**src/design/assert_macros.svh**
```systemverilog
`ifndef ASSERT_MACROS_SVH
`define ASSERT_MACROS_SVH

// clocked check, switched off while reset is held
`define CHK_CLK(lbl, clk, rst_n, prop, msg) \
    lbl: assert property (@(posedge clk) disable iff (!rst_n) (prop)) else $error(msg);

// clocked check that also holds through reset
`define CHK_ALWAYS(lbl, clk, prop, msg) \
    lbl: assert property (@(posedge clk) (prop)) else $error(msg);

`endif

```
**src/design/pbx_pkg.sv**
```systemverilog
`timescale 1ns / 1ps

package pbx_pkg;

    // table size; line numbers on the ports are five bits, the dial target is eight
    localparam int LINE_COUNT = 32;
    localparam int LINE_W     = 5;
    localparam int OP_W       = 3;
    localparam int TARGET_W   = 8;
    localparam int STATE_W    = 3;

    typedef logic [LINE_W-1:0]   t_line;
    typedef logic [OP_W-1:0]     t_op;
    typedef logic [TARGET_W-1:0] t_target;
    typedef logic [STATE_W-1:0]  t_state;
    typedef t_state [LINE_COUNT-1:0] t_state_vec;

    // event codes
    localparam t_op OP_REGISTER = 3'd0;
    localparam t_op OP_UNREG    = 3'd1;
    localparam t_op OP_PICKUP   = 3'd2;
    localparam t_op OP_HANGUP   = 3'd3;
    localparam t_op OP_DIAL     = 3'd4;
    localparam t_op OP_CHAT     = 3'd5;
    localparam t_op OP_SHUTDOWN = 3'd6;

    // line states
    localparam t_state ST_ON_HOOK   = 3'd0;
    localparam t_state ST_RINGING   = 3'd1;
    localparam t_state ST_DIAL_TONE = 3'd2;
    localparam t_state ST_RING_BACK = 3'd3;
    localparam t_state ST_BUSY      = 3'd4;
    localparam t_state ST_CONNECTED = 3'd5;
    localparam t_state ST_ERROR     = 3'd6;

    // one notification word
    typedef struct packed {
        logic   note_valid;
        t_line  dest;
        logic   is_chat;
        t_state code;
        logic   has_num;
        t_line  number;
    } t_note;

    // everything one event produces
    typedef struct packed {
        logic  status;
        logic  two;
        t_note note0;
        t_note note1;
    } t_result;

    // table writes for one event
    typedef struct packed {
        logic   reg_set;
        logic   reg_clr;
        t_line  reg_idx;
        logic   w0_en;
        t_line  w0_idx;
        t_state w0_st;
        logic   w1_en;
        t_line  w1_idx;
        t_state w1_st;
        logic   peer_wr;
        t_line  peer_a;
        t_line  peer_t;
        logic   sd_set;
    } t_update;

    typedef struct packed {
        logic  found;
        t_line idx;
    } t_free;

    function automatic t_note mk_note(t_line dest, logic chat, t_state code,
                                      logic has_num, t_line num);
        t_note n;
        n.note_valid = 1'b1;
        n.dest       = dest;
        n.is_chat    = chat;
        n.code       = code;
        n.has_num    = has_num;
        n.number     = has_num ? num : '0;
        return n;
    endfunction

    // report a line's current state back to it
    function automatic t_note tell_state(t_line a, t_state s, t_line peer_a);
        t_note n;
        if (s == ST_ON_HOOK) begin
            n = mk_note(a, 1'b0, s, 1'b1, a);
        end else if (s == ST_CONNECTED) begin
            n = mk_note(a, 1'b0, s, 1'b1, peer_a);
        end else begin
            n = mk_note(a, 1'b0, s, 1'b0, '0);
        end
        return n;
    endfunction

    // lowest line whose registered bit is clear
    function automatic t_free find_free(logic [LINE_COUNT-1:0] regd);
        t_free f;
        f = '0;
        for (int i = LINE_COUNT - 1; i >= 0; i--) begin
            if (!regd[i]) begin
                f.found = 1'b1;
                f.idx   = LINE_W'(i);
            end
        end
        return f;
    endfunction

endpackage

```
**src/design/pbx_evt_eval.sv**
```systemverilog
`timescale 1ns / 1ps

module pbx_evt_eval (
    input  pbx_pkg::t_op                   i_op,
    input  pbx_pkg::t_line                 i_actor,
    input  pbx_pkg::t_target               i_target,
    input  logic                           i_sd,
    input  logic [pbx_pkg::LINE_COUNT-1:0] i_reg,
    input  pbx_pkg::t_state_vec            i_st,
    input  pbx_pkg::t_line                 i_peer_a,
    output pbx_pkg::t_result               o_res,
    output pbx_pkg::t_update               o_upd
);
    import pbx_pkg::*;

    t_state s;
    t_state ps;
    logic   pr;
    t_line  tl;
    t_free  ff;
    t_state want;
    t_note  pn;
    t_note  an;
    logic   pv;
    logic   av;
    logic   status;

    assign s  = i_st[i_actor];
    assign ps = i_st[i_peer_a];
    assign pr = i_reg[i_peer_a];
    assign tl = i_target[LINE_W-1:0];
    assign ff = find_free(i_reg);

    // peer state expected while hanging up
    always_comb begin
        case (s)
            ST_CONNECTED: want = ST_CONNECTED;
            ST_RING_BACK: want = ST_RINGING;
            default:      want = ST_RING_BACK;
        endcase
    end

    // event decode: peer note, actor note and table writes
    always_comb begin
        pn     = '0;
        an     = '0;
        pv     = 1'b0;
        av     = 1'b0;
        status = 1'b0;
        o_upd  = '0;
        o_upd.peer_a = i_actor;
        o_upd.peer_t = tl;
        case (i_op)
            OP_SHUTDOWN: begin
                o_upd.sd_set = 1'b1;
            end
            OP_REGISTER: begin
                if (i_sd || !ff.found) begin
                    status = 1'b1;
                end else begin
                    o_upd.reg_set = 1'b1;
                    o_upd.reg_idx = ff.idx;
                    o_upd.w0_en   = 1'b1;
                    o_upd.w0_idx  = ff.idx;
                    o_upd.w0_st   = ST_ON_HOOK;
                    an = mk_note(ff.idx, 1'b0, ST_ON_HOOK, 1'b1, ff.idx);
                    av = 1'b1;
                end
            end
            OP_UNREG, OP_PICKUP, OP_HANGUP, OP_DIAL, OP_CHAT: begin
                if (!i_reg[i_actor]) begin
                    status = 1'b1;
                end else if (i_op == OP_UNREG) begin
                    o_upd.reg_clr = 1'b1;
                    o_upd.reg_idx = i_actor;
                end else if (i_op == OP_HANGUP) begin
                    if ((s inside {ST_CONNECTED, ST_RING_BACK, ST_RINGING}) &&
                        !(pr && ps == want)) begin
                        // peer gone: nothing happens
                        status = 1'b0;
                    end else begin
                        if (s inside {ST_CONNECTED, ST_RING_BACK, ST_RINGING}) begin
                            o_upd.w1_en  = 1'b1;
                            o_upd.w1_idx = i_peer_a;
                            pv = 1'b1;
                            if (s == ST_RING_BACK) begin
                                o_upd.w1_st = ST_ON_HOOK;
                                pn = mk_note(i_peer_a, 1'b0, ST_ON_HOOK, 1'b1, i_peer_a);
                            end else begin
                                o_upd.w1_st = ST_DIAL_TONE;
                                pn = mk_note(i_peer_a, 1'b0, ST_DIAL_TONE, 1'b0, '0);
                            end
                        end
                        o_upd.w0_en  = 1'b1;
                        o_upd.w0_idx = i_actor;
                        o_upd.w0_st  = ST_ON_HOOK;
                        an = mk_note(i_actor, 1'b0, ST_ON_HOOK, 1'b1, i_actor);
                        av = !i_sd;
                    end
                end else if (i_sd) begin
                    status = 1'b1;
                end else if (i_op == OP_PICKUP) begin
                    if (s == ST_ON_HOOK) begin
                        o_upd.w0_en  = 1'b1;
                        o_upd.w0_idx = i_actor;
                        o_upd.w0_st  = ST_DIAL_TONE;
                        an = mk_note(i_actor, 1'b0, ST_DIAL_TONE, 1'b0, '0);
                        av = 1'b1;
                    end else if (s == ST_RINGING) begin
                        if (pr && ps == ST_RING_BACK) begin
                            o_upd.w1_en  = 1'b1;
                            o_upd.w1_idx = i_peer_a;
                            o_upd.w1_st  = ST_CONNECTED;
                            o_upd.w0_en  = 1'b1;
                            o_upd.w0_idx = i_actor;
                            o_upd.w0_st  = ST_CONNECTED;
                            pn = mk_note(i_peer_a, 1'b0, ST_CONNECTED, 1'b1, i_actor);
                            an = mk_note(i_actor, 1'b0, ST_CONNECTED, 1'b1, i_peer_a);
                            pv = 1'b1;
                            av = 1'b1;
                        end
                    end else begin
                        an = tell_state(i_actor, s, i_peer_a);
                        av = 1'b1;
                    end
                end else if (i_op == OP_DIAL) begin
                    if (i_target >= LINE_COUNT) begin
                        status = 1'b1;
                    end else if (s != ST_DIAL_TONE) begin
                        an = tell_state(i_actor, s, i_peer_a);
                        av = 1'b1;
                    end else if (!i_reg[tl]) begin
                        o_upd.w0_en  = 1'b1;
                        o_upd.w0_idx = i_actor;
                        o_upd.w0_st  = ST_ERROR;
                        an = mk_note(i_actor, 1'b0, ST_ERROR, 1'b0, '0);
                        av = 1'b1;
                    end else if (tl == i_actor || i_st[tl] != ST_ON_HOOK) begin
                        o_upd.w0_en  = 1'b1;
                        o_upd.w0_idx = i_actor;
                        o_upd.w0_st  = ST_BUSY;
                        an = mk_note(i_actor, 1'b0, ST_BUSY, 1'b0, '0);
                        av = 1'b1;
                    end else begin
                        o_upd.w1_en   = 1'b1;
                        o_upd.w1_idx  = tl;
                        o_upd.w1_st   = ST_RINGING;
                        o_upd.w0_en   = 1'b1;
                        o_upd.w0_idx  = i_actor;
                        o_upd.w0_st   = ST_RING_BACK;
                        o_upd.peer_wr = 1'b1;
                        pn = mk_note(tl, 1'b0, ST_RINGING, 1'b0, '0);
                        an = mk_note(i_actor, 1'b0, ST_RING_BACK, 1'b0, '0);
                        pv = 1'b1;
                        av = 1'b1;
                    end
                end else begin
                    // chat
                    if (s == ST_CONNECTED) begin
                        if (pr && ps == ST_CONNECTED) begin
                            pn = mk_note(i_peer_a, 1'b1, ST_ON_HOOK, 1'b0, '0);
                            an = mk_note(i_actor, 1'b0, ST_CONNECTED, 1'b1, i_peer_a);
                            pv = 1'b1;
                            av = 1'b1;
                        end
                    end else begin
                        an = tell_state(i_actor, s, i_peer_a);
                        av = 1'b1;
                        status = 1'b1;
                    end
                end
            end
            default: begin
                status = 1'b0;
            end
        endcase
    end

    // peer note goes out first
    always_comb begin
        o_res.status = status;
        o_res.two    = pv && av;
        o_res.note0  = pv ? pn : (av ? an : '0);
        o_res.note1  = an;
    end

endmodule

```
**src/design/pbx_res_buf.sv**
```systemverilog
`timescale 1ns / 1ps

module pbx_res_buf (
    input  logic             i_clk,
    input  logic             i_rst_n,
    input  logic             i_load,
    input  pbx_pkg::t_result i_res,
    input  logic             i_ready,
    output logic             o_can_load,
    output logic             o_valid,
    output pbx_pkg::t_note   o_head,
    output logic             o_status,
    output logic             o_last
);
    import pbx_pkg::*;

    logic [1:0] r_cnt;
    logic [1:0] n_cnt;
    t_note      r_q0;
    t_note      r_q1;
    logic       r_status;
    logic       pop;

    assign pop        = o_valid && i_ready;
    assign o_valid    = (r_cnt != 2'd0);
    assign o_last     = (r_cnt == 2'd1);
    assign o_head     = r_q0;
    assign o_status   = r_status;
    assign o_can_load = (r_cnt == 2'd0) || (r_cnt == 2'd1 && pop);

    // words left to deliver
    always_comb begin
        if (i_load) begin
            n_cnt = i_res.two ? 2'd2 : 2'd1;
        end else if (pop) begin
            n_cnt = r_cnt - 2'd1;
        end else begin
            n_cnt = r_cnt;
        end
    end

    always_ff @(posedge i_clk) begin
        if (!i_rst_n) begin
            r_cnt <= 2'd0;
        end else begin
            r_cnt <= n_cnt;
        end
    end

    // payload: load a new event or shift the second word forward
    always_ff @(posedge i_clk) begin
        if (i_load) begin
            r_q0     <= i_res.note0;
            r_q1     <= i_res.note1;
            r_status <= i_res.status;
        end else if (pop && r_cnt == 2'd2) begin
            r_q0 <= r_q1;
        end
    end

endmodule

```
**src/design/pbx_line_call_state_table.sv**
```systemverilog
`timescale 1ns / 1ps

// Line call-state table for a small exchange. Events enter an input register,
// are decoded combinationally against the line table and leave through a result
// buffer that holds up to two words (peer notice first, then the actor's).
// While each event gives one word and the output takes each word, a new event
// can be accepted every cycle; an event giving two words holds the result
// buffer until its second word is taken, the buffer draining one word per cycle
// while the output is ready. The first word is shown once the event has passed
// the input register and been loaded into the result buffer.
// The table updates when the event moves into the result buffer.
module pbx_line_call_state_table (
    input  logic               i_clk,
    input  logic               i_rst_n,
    input  logic               i_valid,
    output logic               o_ready,
    input  pbx_pkg::t_op       i_op,
    input  pbx_pkg::t_line     i_actor_line,
    input  pbx_pkg::t_target   i_dial_target,
    output logic               o_valid,
    input  logic               i_ready,
    output logic               o_status,
    output logic               o_note_valid,
    output pbx_pkg::t_line     o_dest_line,
    output logic               o_is_chat,
    output pbx_pkg::t_state    o_state_code,
    output logic               o_has_number,
    output pbx_pkg::t_line     o_number,
    output logic               o_last
);
    import pbx_pkg::*;

    `include "assert_macros.svh"

    logic                  r_in_vld;
    t_op                   r_op;
    t_line                 r_actor;
    t_target               r_target;
    logic [LINE_COUNT-1:0] r_reg;
    t_state_vec            r_state;
    t_line                 r_peer [LINE_COUNT];
    logic                  r_sd;

    logic    can_load;
    logic    advance;
    t_result res;
    t_update upd;
    t_note   head;

    assign advance = r_in_vld && can_load;
    assign o_ready = !r_in_vld || can_load;

    // input register
    always_ff @(posedge i_clk) begin
        if (!i_rst_n) begin
            r_in_vld <= 1'b0;
        end else if (i_valid && o_ready) begin
            r_in_vld <= 1'b1;
        end else if (advance) begin
            r_in_vld <= 1'b0;
        end
    end

    always_ff @(posedge i_clk) begin
        if (i_valid && o_ready) begin
            r_op     <= i_op;
            r_actor  <= i_actor_line;
            r_target <= i_dial_target;
        end
    end

    // event decode
    pbx_evt_eval u_eval (
        .i_op     (r_op),
        .i_actor  (r_actor),
        .i_target (r_target),
        .i_sd     (r_sd),
        .i_reg    (r_reg),
        .i_st     (r_state),
        .i_peer_a (r_peer[r_actor]),
        .o_res    (res),
        .o_upd    (upd)
    );

    // line table; actor write goes last so it wins
    always_ff @(posedge i_clk) begin
        if (!i_rst_n) begin
            r_reg   <= '0;
            r_state <= {LINE_COUNT{ST_ON_HOOK}};
            r_sd    <= 1'b0;
        end else if (advance) begin
            if (upd.sd_set) begin
                r_sd <= 1'b1;
            end
            if (upd.reg_set) begin
                r_reg[upd.reg_idx] <= 1'b1;
            end
            if (upd.reg_clr) begin
                r_reg[upd.reg_idx] <= 1'b0;
            end
            if (upd.w1_en) begin
                r_state[upd.w1_idx] <= upd.w1_st;
            end
            if (upd.w0_en) begin
                r_state[upd.w0_idx] <= upd.w0_st;
            end
        end
    end

    // peer links, written by a successful dial
    always_ff @(posedge i_clk) begin
        if (advance && upd.peer_wr) begin
            r_peer[upd.peer_t] <= upd.peer_a;
            r_peer[upd.peer_a] <= upd.peer_t;
        end
    end

    // result buffer
    pbx_res_buf u_buf (
        .i_clk      (i_clk),
        .i_rst_n    (i_rst_n),
        .i_load     (advance),
        .i_res      (res),
        .i_ready    (i_ready),
        .o_can_load (can_load),
        .o_valid    (o_valid),
        .o_head     (head),
        .o_status   (o_status),
        .o_last     (o_last)
    );

    assign o_note_valid = head.note_valid;
    assign o_dest_line  = head.dest;
    assign o_is_chat    = head.is_chat;
    assign o_state_code = head.code;
    assign o_has_number = head.has_num;
    assign o_number     = head.number;

    // checks
    `CHK_CLK(a_load_shows, i_clk, i_rst_n, advance |=> o_valid,
             "event loaded but no word shown")
    `CHK_CLK(a_empty_last, i_clk, i_rst_n, (o_valid && !o_note_valid) |-> o_last,
             "empty word not last")
    `CHK_CLK(a_conn_num, i_clk, i_rst_n,
             (o_valid && o_note_valid && !o_is_chat && o_state_code == ST_CONNECTED)
             |-> o_has_number, "connected notice without number")
    `CHK_CLK(a_no_skip, i_clk, i_rst_n,
             !(o_valid && !o_last && o_ready && !r_in_vld && can_load),
             "buffer free while words pending")

endmodule
```
**config.mk**
```make
export PLATFORM = sky130hd
export DESIGN_NAME = pbx_line_call_state_table
export DESIGN_NICKNAME = d
export VERILOG_FILES = /design/src/design/pbx_pkg.sv /design/src/design/pbx_evt_eval.sv /design/src/design/pbx_res_buf.sv /design/src/design/pbx_line_call_state_table.sv
export VERILOG_INCLUDE_DIRS = /design/src /design/src/design
export SDC_FILE = /design/constraint.sdc
export NUM_CORES = 1
export LEC_CHECK = 0
export BUFFER_PORTS_ARGS = -buffer_cell sky130_fd_sc_hd__buf_2
export CORE_ASPECT_RATIO = 1.5
export CORE_MARGIN = 8
export CORE_UTILIZATION = 58
export CTS_BUF_LIST = sky130_fd_sc_hd__clkbuf_16
export CTS_CLUSTER_SIZE = 20
export DETAILED_ROUTE_END_ITERATION = 8
export GPL_TIMING_DRIVEN = 0
export PLACE_DENSITY = 0.87
export SLEW_MARGIN = 15
export SYNTH_ARGS = -nofsm -noshare
export SYNTH_HDL_FRONTEND = slang
export SYNTH_SLANG_ARGS = --single-unit
```
**constraint.sdc**
```tcl
create_clock -name i_clk -period 4.9 [get_ports i_clk]
set_input_delay 0 -clock i_clk [delete_from_list [all_inputs] [get_ports i_clk]]
set_output_delay 0 -clock i_clk [all_outputs]
set_load 0.02 [all_outputs]
```
==> flow_summary.toml, run 1 <==
[floorplan]
rows = 86
start_util_pct = 58.5
die-width_um = 173
die_h_um = 251
io_pins = 40

[run_status]
outcome = "did not finish"
haltStage = "5_1_grt"
stop_error = "[ERROR GRT-0232] Routing congestion too high. Check the congestion heatmap in the GUI."

[global_routing]
overflow = 143
grt_usage_pct = 65.0
grt_max_degree = 26

[synthesis]
ys_warn_count = 0
synth_edf_count = 208
yosysSeqAreaShare_pct = 42.1
synth_largest_area_cell = "edfxtp_1"
syn_nets = 2195
synth.cell_area_um2 = 21300
netlist.area_leader.share_pct = 29.3
async_reset_ff_share_pct = 0
synth_top_flop_cell = "edfxtp_1"
synth_cells = 2170
synthTopCellsByArea = "edfxtp_1 (29%), dfxtp_1 (13%), mux4_2 (7.3%)"
synthTopCellsByCount = "edfxtp_1 (208), nor2_1 (183), a21oi_1 (165), nand2_1 (160), clkbuf_1 (139)"
ys_ff_latch = 345
syn_area_per_cell_um2 = 9.83
yosysMostFrequentCell = "edfxtp_1"
ys_types = 101

[clock_network]
clockBufferDepth = 3
htreeDepth = 2
cts_root_buf = "clkbuf_16"
cts.sinks = 345
cts_buffers = 35

[placed_design]
port_buffers = 39
hpwl_mm = 77.4
post_dp_cell_area_um2 = 22200
place_congestion = 1.17

[sta]
worst_path_end_type = "sequential cell input"
worst_endpoint = "r_state[3]$_SDFFE_PN0P_/D"
-- stage by stage --
step	util [%]	setup slack [ns]	instances	hold WS [ns]	setup TNS [ns]
3_5_place_dp	60.8	-2.06	2694	0.178	-393.31
3_3_place_gp	60.7	-2.27	2693	0.177	-475.86
2_1_floorplan	-	0.0881	2170	0.0989	0
4_1_cts	74.1	-0.464	2926	0.0995	-40.02
-- metal layers --
layer / track usage [%] / GRT overflow
met1: 63.1 / 0
met2: 85.9 / 75
met3: 44.2 / 3
met4: 70.9 / 65
met5: 8.43 / 0
-- cell families after synthesis --
kind of cell	Yosys count	share of synthesized area, %
AND/OR/NAND/NOR	653	15.2
multiplexers	190	13.2
buffers and inverters	223	4.51
flip-flops	345	42.1
adder cells (fa/ha/maj)	5	0.293
AO/OA/AOI/OAI	749	24.4
XOR/XNOR	5	0.205
-- repair_timing --
action / 4_1_cts
hold endpoints to repair: 25
endpoints found under the setup margin: 445
gates cloned: 9
hold buffers: 19
buffers inserted: 153
resized for setup: 494
pin swaps: 134
==> inputs of run 2 (changes only) <==
--- a/config.mk
+++ b/config.mk
@@ -7,14 +7,11 @@
 export NUM_CORES = 1
 export LEC_CHECK = 0
 export BUFFER_PORTS_ARGS = -buffer_cell sky130_fd_sc_hd__buf_2
-export CORE_ASPECT_RATIO = 1.5
 export CORE_MARGIN = 8
-export CORE_UTILIZATION = 58
-export CTS_BUF_LIST = sky130_fd_sc_hd__clkbuf_16
-export CTS_CLUSTER_SIZE = 20
+export CORE_UTILIZATION = 40
 export DETAILED_ROUTE_END_ITERATION = 8
 export GPL_TIMING_DRIVEN = 0
-export PLACE_DENSITY = 0.87
+export PLACE_DENSITY_LB_ADDON = 0.15
 export SLEW_MARGIN = 15
 export SYNTH_ARGS = -nofsm -noshare
 export SYNTH_HDL_FRONTEND = slang
==> constraint.sdc (replaced) <==
create_clock -name i_clk -period 6.4 [get_ports i_clk]
set_input_delay 0 -clock i_clk [delete_from_list [all_inputs] [get_ports i_clk]]
set_output_delay 0 -clock i_clk [all_outputs]
set_load 0.02 [all_outputs]
==> flow_summary.toml, run 2 <==
[synthesis]
yosysMostFrequentCell = "edfxtp_1"
async_reset_ff_share_pct = 0
synth.cell_area_um2 = 21300
synth_top_flop_cell = "edfxtp_1"
synth_edf_count = 208
ys_warn_count = 0
synth_cells = 2170
syn_nets = 2195
synthTopCellsByCount = "edfxtp_1 (208), nor2_1 (183), a21oi_1 (165), nand2_1 (160), clkbuf_1 (139)"
synthTopCellsByArea = "edfxtp_1 (29%), dfxtp_1 (13%), mux4_2 (7.3%)"
netlist.area_leader.share_pct = 29.3
synth_largest_area_cell = "edfxtp_1"
ys_ff_latch = 345
syn_area_per_cell_um2 = 9.83
ys_types = 101
yosysSeqAreaShare_pct = 42.1

[setup_path]
cp.arrival_ns = 6.87
slowest_delay_ns = 0.67
crit_family = "compound AO/OA/AOI/OAI gates"
end_kind = "register"
cp_max_fo = 10
start_kind = "register"
crit_required_ns = 6.88
cp_cell_sequence = "buf_6 > nand2b_1 > clkbuf_2 > o22ai_1 > a221oi_1 > a2bb2oi_2 > nand2_2 > buf_6 > buf_2 > mux2_1 > o22ai_1 > o211ai_1 > nand4_4 > nand3_1 > a21oi_2 > nor2_1 > o21a_1 > nor3_1 > nand2_1 > o22a_1 > o221a_1"
crit_slowest_cell = "nor3_1"
crit_buf_inv = 4
path_class = "reg2reg"

[cells_and_area]
diodes = 0
multi_input_comb_area_um2 = 11600
regArea_um2 = 8990
largest_register_ffs = 160
layout_common_cells = "edfxtp_1 (208), nor2_1 (180), a21oi_1 (164), nand2_1 (158)"
fillers = 5080
fin_nets = 2301
drive_gt1_share_pct = 15.6
final_common_cell = "edfxtp_1"
syn_to_final_growth_pct = 12.9

[global_routing]
grt_pass1_wl_mm = 140
grt_usage_pct = 31.4
antenna_found_initial = 0
grt_pass1_vias = 19100
overflow = 0
grt_max_degree = 26

[power]
combinationalPowerShare_pct = 29.8
vdd_ir_drop_max_mv = 0.166
internal-power_mw = 4.44
clkPwrFrac_pct = 32.9
switching_power_mw = 2.55
p_sw_share_pct = 36.5
seq_power_share_pct = 37.2
power_density_nw_per_um2 = 290
p_leak_nw = 7.80
power_mw = 6.99

[sta]
fin_crit_sh_pct = 99.9
hold_ws_ns = 0.0345
fmax_mhz = 156
fin_skew_ns = 0.0312
layout_min_cycle_time_ns = 6.39
timing.final.hold_violations = 0
worstMarginPinSlew_ns = 1.18
final_max_slew_viol_count = 0
setup_ws_ns = 0.00912
finalSetupViolCount = 0
slew_headroom_pct = 21.1

[floorplan]
start_util_pct = 40.5
die-width_um = 247
dieArea_um2 = 61000
core_um2 = 52700
rows = 84
die_h_um = 247
io_pins = 40

[routing]
dr_total_vias = 20500
vias_per_cell = 6.87
routed_wl_mm = 98.9
drt_iter0_markers = 2438
drc = 0
first_pass_iters = 6
ant_nets = 0
wl_per_cell_um = 33.1

[placed_design]
place_congestion = 1.04
hpwl_mm = 74.5
port_buffers = 39
post-place-ws_ns = -0.322

[clock_network]
htreeDepth = 2
cts_tree = "yes"
cts.sinks = 345
cts_buffers = 40
clock_latency_ns = 0.60
clockBufferDepth = 3
cts_root_buf = "clkbuf_16"
clk_pin_slew_ns = 0.06

[worst_hold_path]
hold_path_class = "in2reg"

[run_status]
outcome = "finished clean"

[job]
cap_violations = 0
run 2: cell counts after synthesis:
No cell type changed its count.
run 2: cell families (layout without fill, tap and decap cells):
kind of cell,after synthesis,after routing,share of synthesized area (%)
XOR/XNOR,5,5,0.205
adder cells (fa/ha/maj),5,5,0.293
flip-flops,345,345,42.1
buffers and inverters,223,352,4.51
AO/OA/AOI/OAI,749,749,24.4
AND/OR/NAND/NOR,653,653,15.2
multiplexers,190,190,13.2
run 2: power by group through the flow:
stage	combinational (mW)	sequential (mW)	clock, mW
after detailed placement	1.93	2.64	0
final	2.08	2.60	2.30
after floorplan	1.19	2.62	0
after global placement	1.92	2.64	0
after CTS	1.96	2.60	2.30
after global routing	2.15	2.60	2.39
run 2: layer usage:
metal	wire length [um]	track usage [%]	part of all wire [%]
met1	38900	41.0	39
met2	43300	47.9	44
met3	9990	6.61	10
met4	6740	18.1	6.8
met5	0	0	0
run 2: path summary, 6_finish.rpt:
path	start	end	slack, ns	cells past startpoint
max	register	r_state[43]$_SDFFE_PN0P_	0.009	21
min	i_ready	u_buf.r_cnt[1]$_SDFFE_PN0P_	0.03	4
max reg2reg	register	r_state[43]$_SDFFE_PN0P_	0.009	21
min reg2reg	r_state[10]$_SDFFE_PN0P_	r_state[10]$_SDFFE_PN0P_	0.52	1
run 2: cell type report:
class / instances / area share, %
clock buffers: 52 / 4.60
multi-input cells: 1602 / 48.0
inverters: 34 / 0.530
well taps: 688 / 3.57
clock inverters: 13 / 0.597
plain buffers: 186 / 3.46
flip-flops and latches: 345 / 37.3
repair buffers: 67 / 1.90
run 2: tightest hold or removal path, stage by stage:
cell	delay (ns)
buf_2	0.09
nor2b_1	0.16
a21oi_1	0.10
a211oi_1	0.22
run 2: through the flow:
stage               area (um^2)  utilization (%)  TNS (ns)  cells
CTS                       23900             45.5         0   2986
global placement          22400             42.5    -85.05   2897
detailed placement        22500             42.7    -11.19   2901
finish                    24100             45.8         0   2987
global route              24100             45.8    -0.142   2987
floorplan                 21300                -         0   2170
run 2: timing repair:
| item | in CTS | in global routing |
|---|---|---|
| buffers inserted | 1 | 4 |
| endpoints found under the hold margin | 25 | 0 |
| setup endpoints to repair | 90 | 112 |
| gates resized for setup | 7 | 25 |
| hold buffers | 19 | 0 |
| cloned | 0 | 0 |
| pin swaps | 1 | 3 |
Power figures use the tool's default switching activity.
==> inputs of run 3 (changes only) <==
==> constraint.sdc (replaced) <==
create_clock -name i_clk -period 8.2 [get_ports i_clk]
set_input_delay 0 -clock i_clk [delete_from_list [all_inputs] [get_ports i_clk]]
set_output_delay 0 -clock i_clk [all_outputs]
set_load 0.02 [all_outputs]
==> flow_summary.toml, run 3 (synthesis gave the netlist of run 2 again) <==
[run_status]
outcome = "finished clean"

[floorplan]
core_um2 = 52700
rows = 84
dieArea_um2 = 61000
die_h_um = 247
start_util_pct = 40.5
io_pins = 40
die-width_um = 247

[global_routing]
grt_pass1_vias = 19100
grt_max_degree = 26
grt_usage_pct = 31.4
overflow = 0
grt_pass1_wl_mm = 140
antenna_found_initial = 0

[setup_path]
cpMostUsedCell = "nand2_1"
path_class = "reg2reg"
crit_family = "simple AND/OR/NAND/NOR gates"
start_kind = "register"
slowest_delay_ns = 0.83
crit_required_ns = 8.69
end_kind = "register"
cp_cell_sequence = "buf_6 > buf_4 > nand2_2 > o22ai_1 > a221oi_1 > o211ai_1 > buf_2 > nand2_1 > o22ai_1 > a221oi_1 > o211a_1 > nand4bb_4 > nor3_2 > nor3b_1 > nand2_1 > nand2_1 > clkbuf_1 > nor3b_1 > nor4b_2"
crit_buf_inv = 4
cp_max_fo = 10
crit_slowest_cell = "clkbuf_1"
cp.arrival_ns = 7.75

[sta]
grt_setup_unrepaired = "no"
final_max_slew_viol_count = 0
fin_crit_sh_pct = 88.5
fin_skew_ns = 0.0286
finalSetupViolCount = 0
layout_min_cycle_time_ns = 7.26
setup_tns_ns = 0
slew_headroom_pct = 22.0
timing.final.hold_violations = 0
fmax_mhz = 138
worstMarginPinSlew_ns = 1.16

[cells_and_area]
fin_nets = 2299
layout_common_cells = "edfxtp_1 (208), nor2_1 (182), a21oi_1 (164), nand2_1 (160), clkbuf_1 (143)"
final_common_cell = "edfxtp_1"
drive_gt1_share_pct = 14.5
diodes = 0
stdcell_count = 2985
syn_to_final_growth_pct = 12.1
largest_register_ffs = 160
fillers = 5091

[placed_design]
hpwl_mm = 74.5
place_congestion = 1.04
port_buffers = 39
dpl.cell_count = 2901

[routing]
drc = 0
wl_per_cell_um = 33.0
ant_nets = 0
vias_per_cell = 6.86
routed_wl_mm = 98.6
drt_iter0_markers = 2594
dr_total_vias = 20500
dr_wl_met3_mm = 9.63
first_pass_iters = 8
met2WireLength_mm = 43.0
wl_met1_mm = 39.1
highest_layer = "met4"

[clock_network]
clock_latency_ns = 0.59
post_cts_resized = 0
clk_pin_slew_ns = 0.06
cts_tree = "yes"
htreeDepth = 2
cts.sinks = 345
post_cts_buffers = 0
clockBufferDepth = 3
cts_hold_buf = 19
cts_buffers = 40
cts_root_buf = "clkbuf_16"

[worst_hold_path]
hold_path_class = "in2reg"

[power]
vdd_ir_drop_max_mv = 0.130
p_leak_nw = 7.73
power_density_nw_per_um2 = 226

[job]
cap_violations = 0
## run 3: cell types whose count changed in the layout (fill, tap and decap cells not counted), moves of 2 or more
cell and change:
nor3_1 +3, o22ai_1 +2, buf_4 -4, nor3_4 -3
nor4_4 -2, nand2_2 -2, o22ai_2 -2, nor2_1 +2
nand2_1 +2, clkbuf_2 -3, nor2_2 -2, clkbuf_1 +6
nor4_2 +2
## run 3: final cells by class
cell class                      instances  area (um^2)  area share, %
Buffer                                189          837           3.50
Clock buffer                           52         1110           4.63
Clock inverter                         13          144          0.601
Tap cell                              688          861           3.60
Multi-Input combinational cell       1602        11400           47.8
Sequential cell                       345         8990           37.6
Inverter                               34          128          0.533
Timing Repair Buffer                   62          419           1.75
## run 3: routing by layer
metal  vias to the layer above  track usage [%]
met5                         -                0
met4                         0             18.0
met3                       328             6.51
met2                      1366             47.9
met1                     10100             41.0
li1                       8658                -
## run 3: worst paths after layout
| kind | start | end | slack (ns) | cells past startpoint |
|---|---|---|---|---|
| worst max-delay path | register | r_state[44]$_SDFFE_PN0P_ | 0.94 | 19 |
| worst min-delay path | i_ready | u_buf.r_cnt[1]$_SDFFE_PN0P_ | 0.03 | 4 |
| worst max register to register | register | r_state[44]$_SDFFE_PN0P_ | 0.94 | 19 |
| worst min register to register | u_buf.r_cnt[1]$_SDFFE_PN0P_ | u_buf.r_cnt[1]$_SDFFE_PN0P_ | 0.53 | 2 |
## run 3: worst reg2reg max path, stage by stage, from the launching register on
cell	delay, ns
dfxtp_1	0.32
buf_6	0.22
buf_4	0.34
nand2_2	0.25
o22ai_1	0.31
a221oi_1	0.11
o211ai_1	0.65
buf_2	0.46
nand2_1	0.37
o22ai_1	0.43
a221oi_1	0.11
o211a_1	0.37
nand4bb_4	0.38
nor3_2	0.40
nor3b_1	0.56
nand2_1	0.35
nand2_1	0.30
clkbuf_1	0.83
nor3b_1	0.15
nor4b_2	0.24
## run 3: through the flow
step	hold WS [ns]	area [um^2]	utilization (%)	worst slack, ns	power [mW]
3_5_place_dp	0.179	22500	42.7	1.48	3.57
4_1_cts	0.0210	23900	45.4	1.43	5.35
6_report	0.0344	23900	45.4	0.944	5.41
5_1_grt	0.0652	23900	45.4	0.892	5.53
2_1_floorplan	0.0989	21300	-	3.39	2.97
3_3_place_gp	0.178	22400	42.5	0.802	3.56
## run 3: power by group
part,leakage (nW),switching (mW),internal (mW)
clock,0.615,0.781,1.02
sequential,3.01,0.0903,1.94
combinational,4.11,1.10,0.485
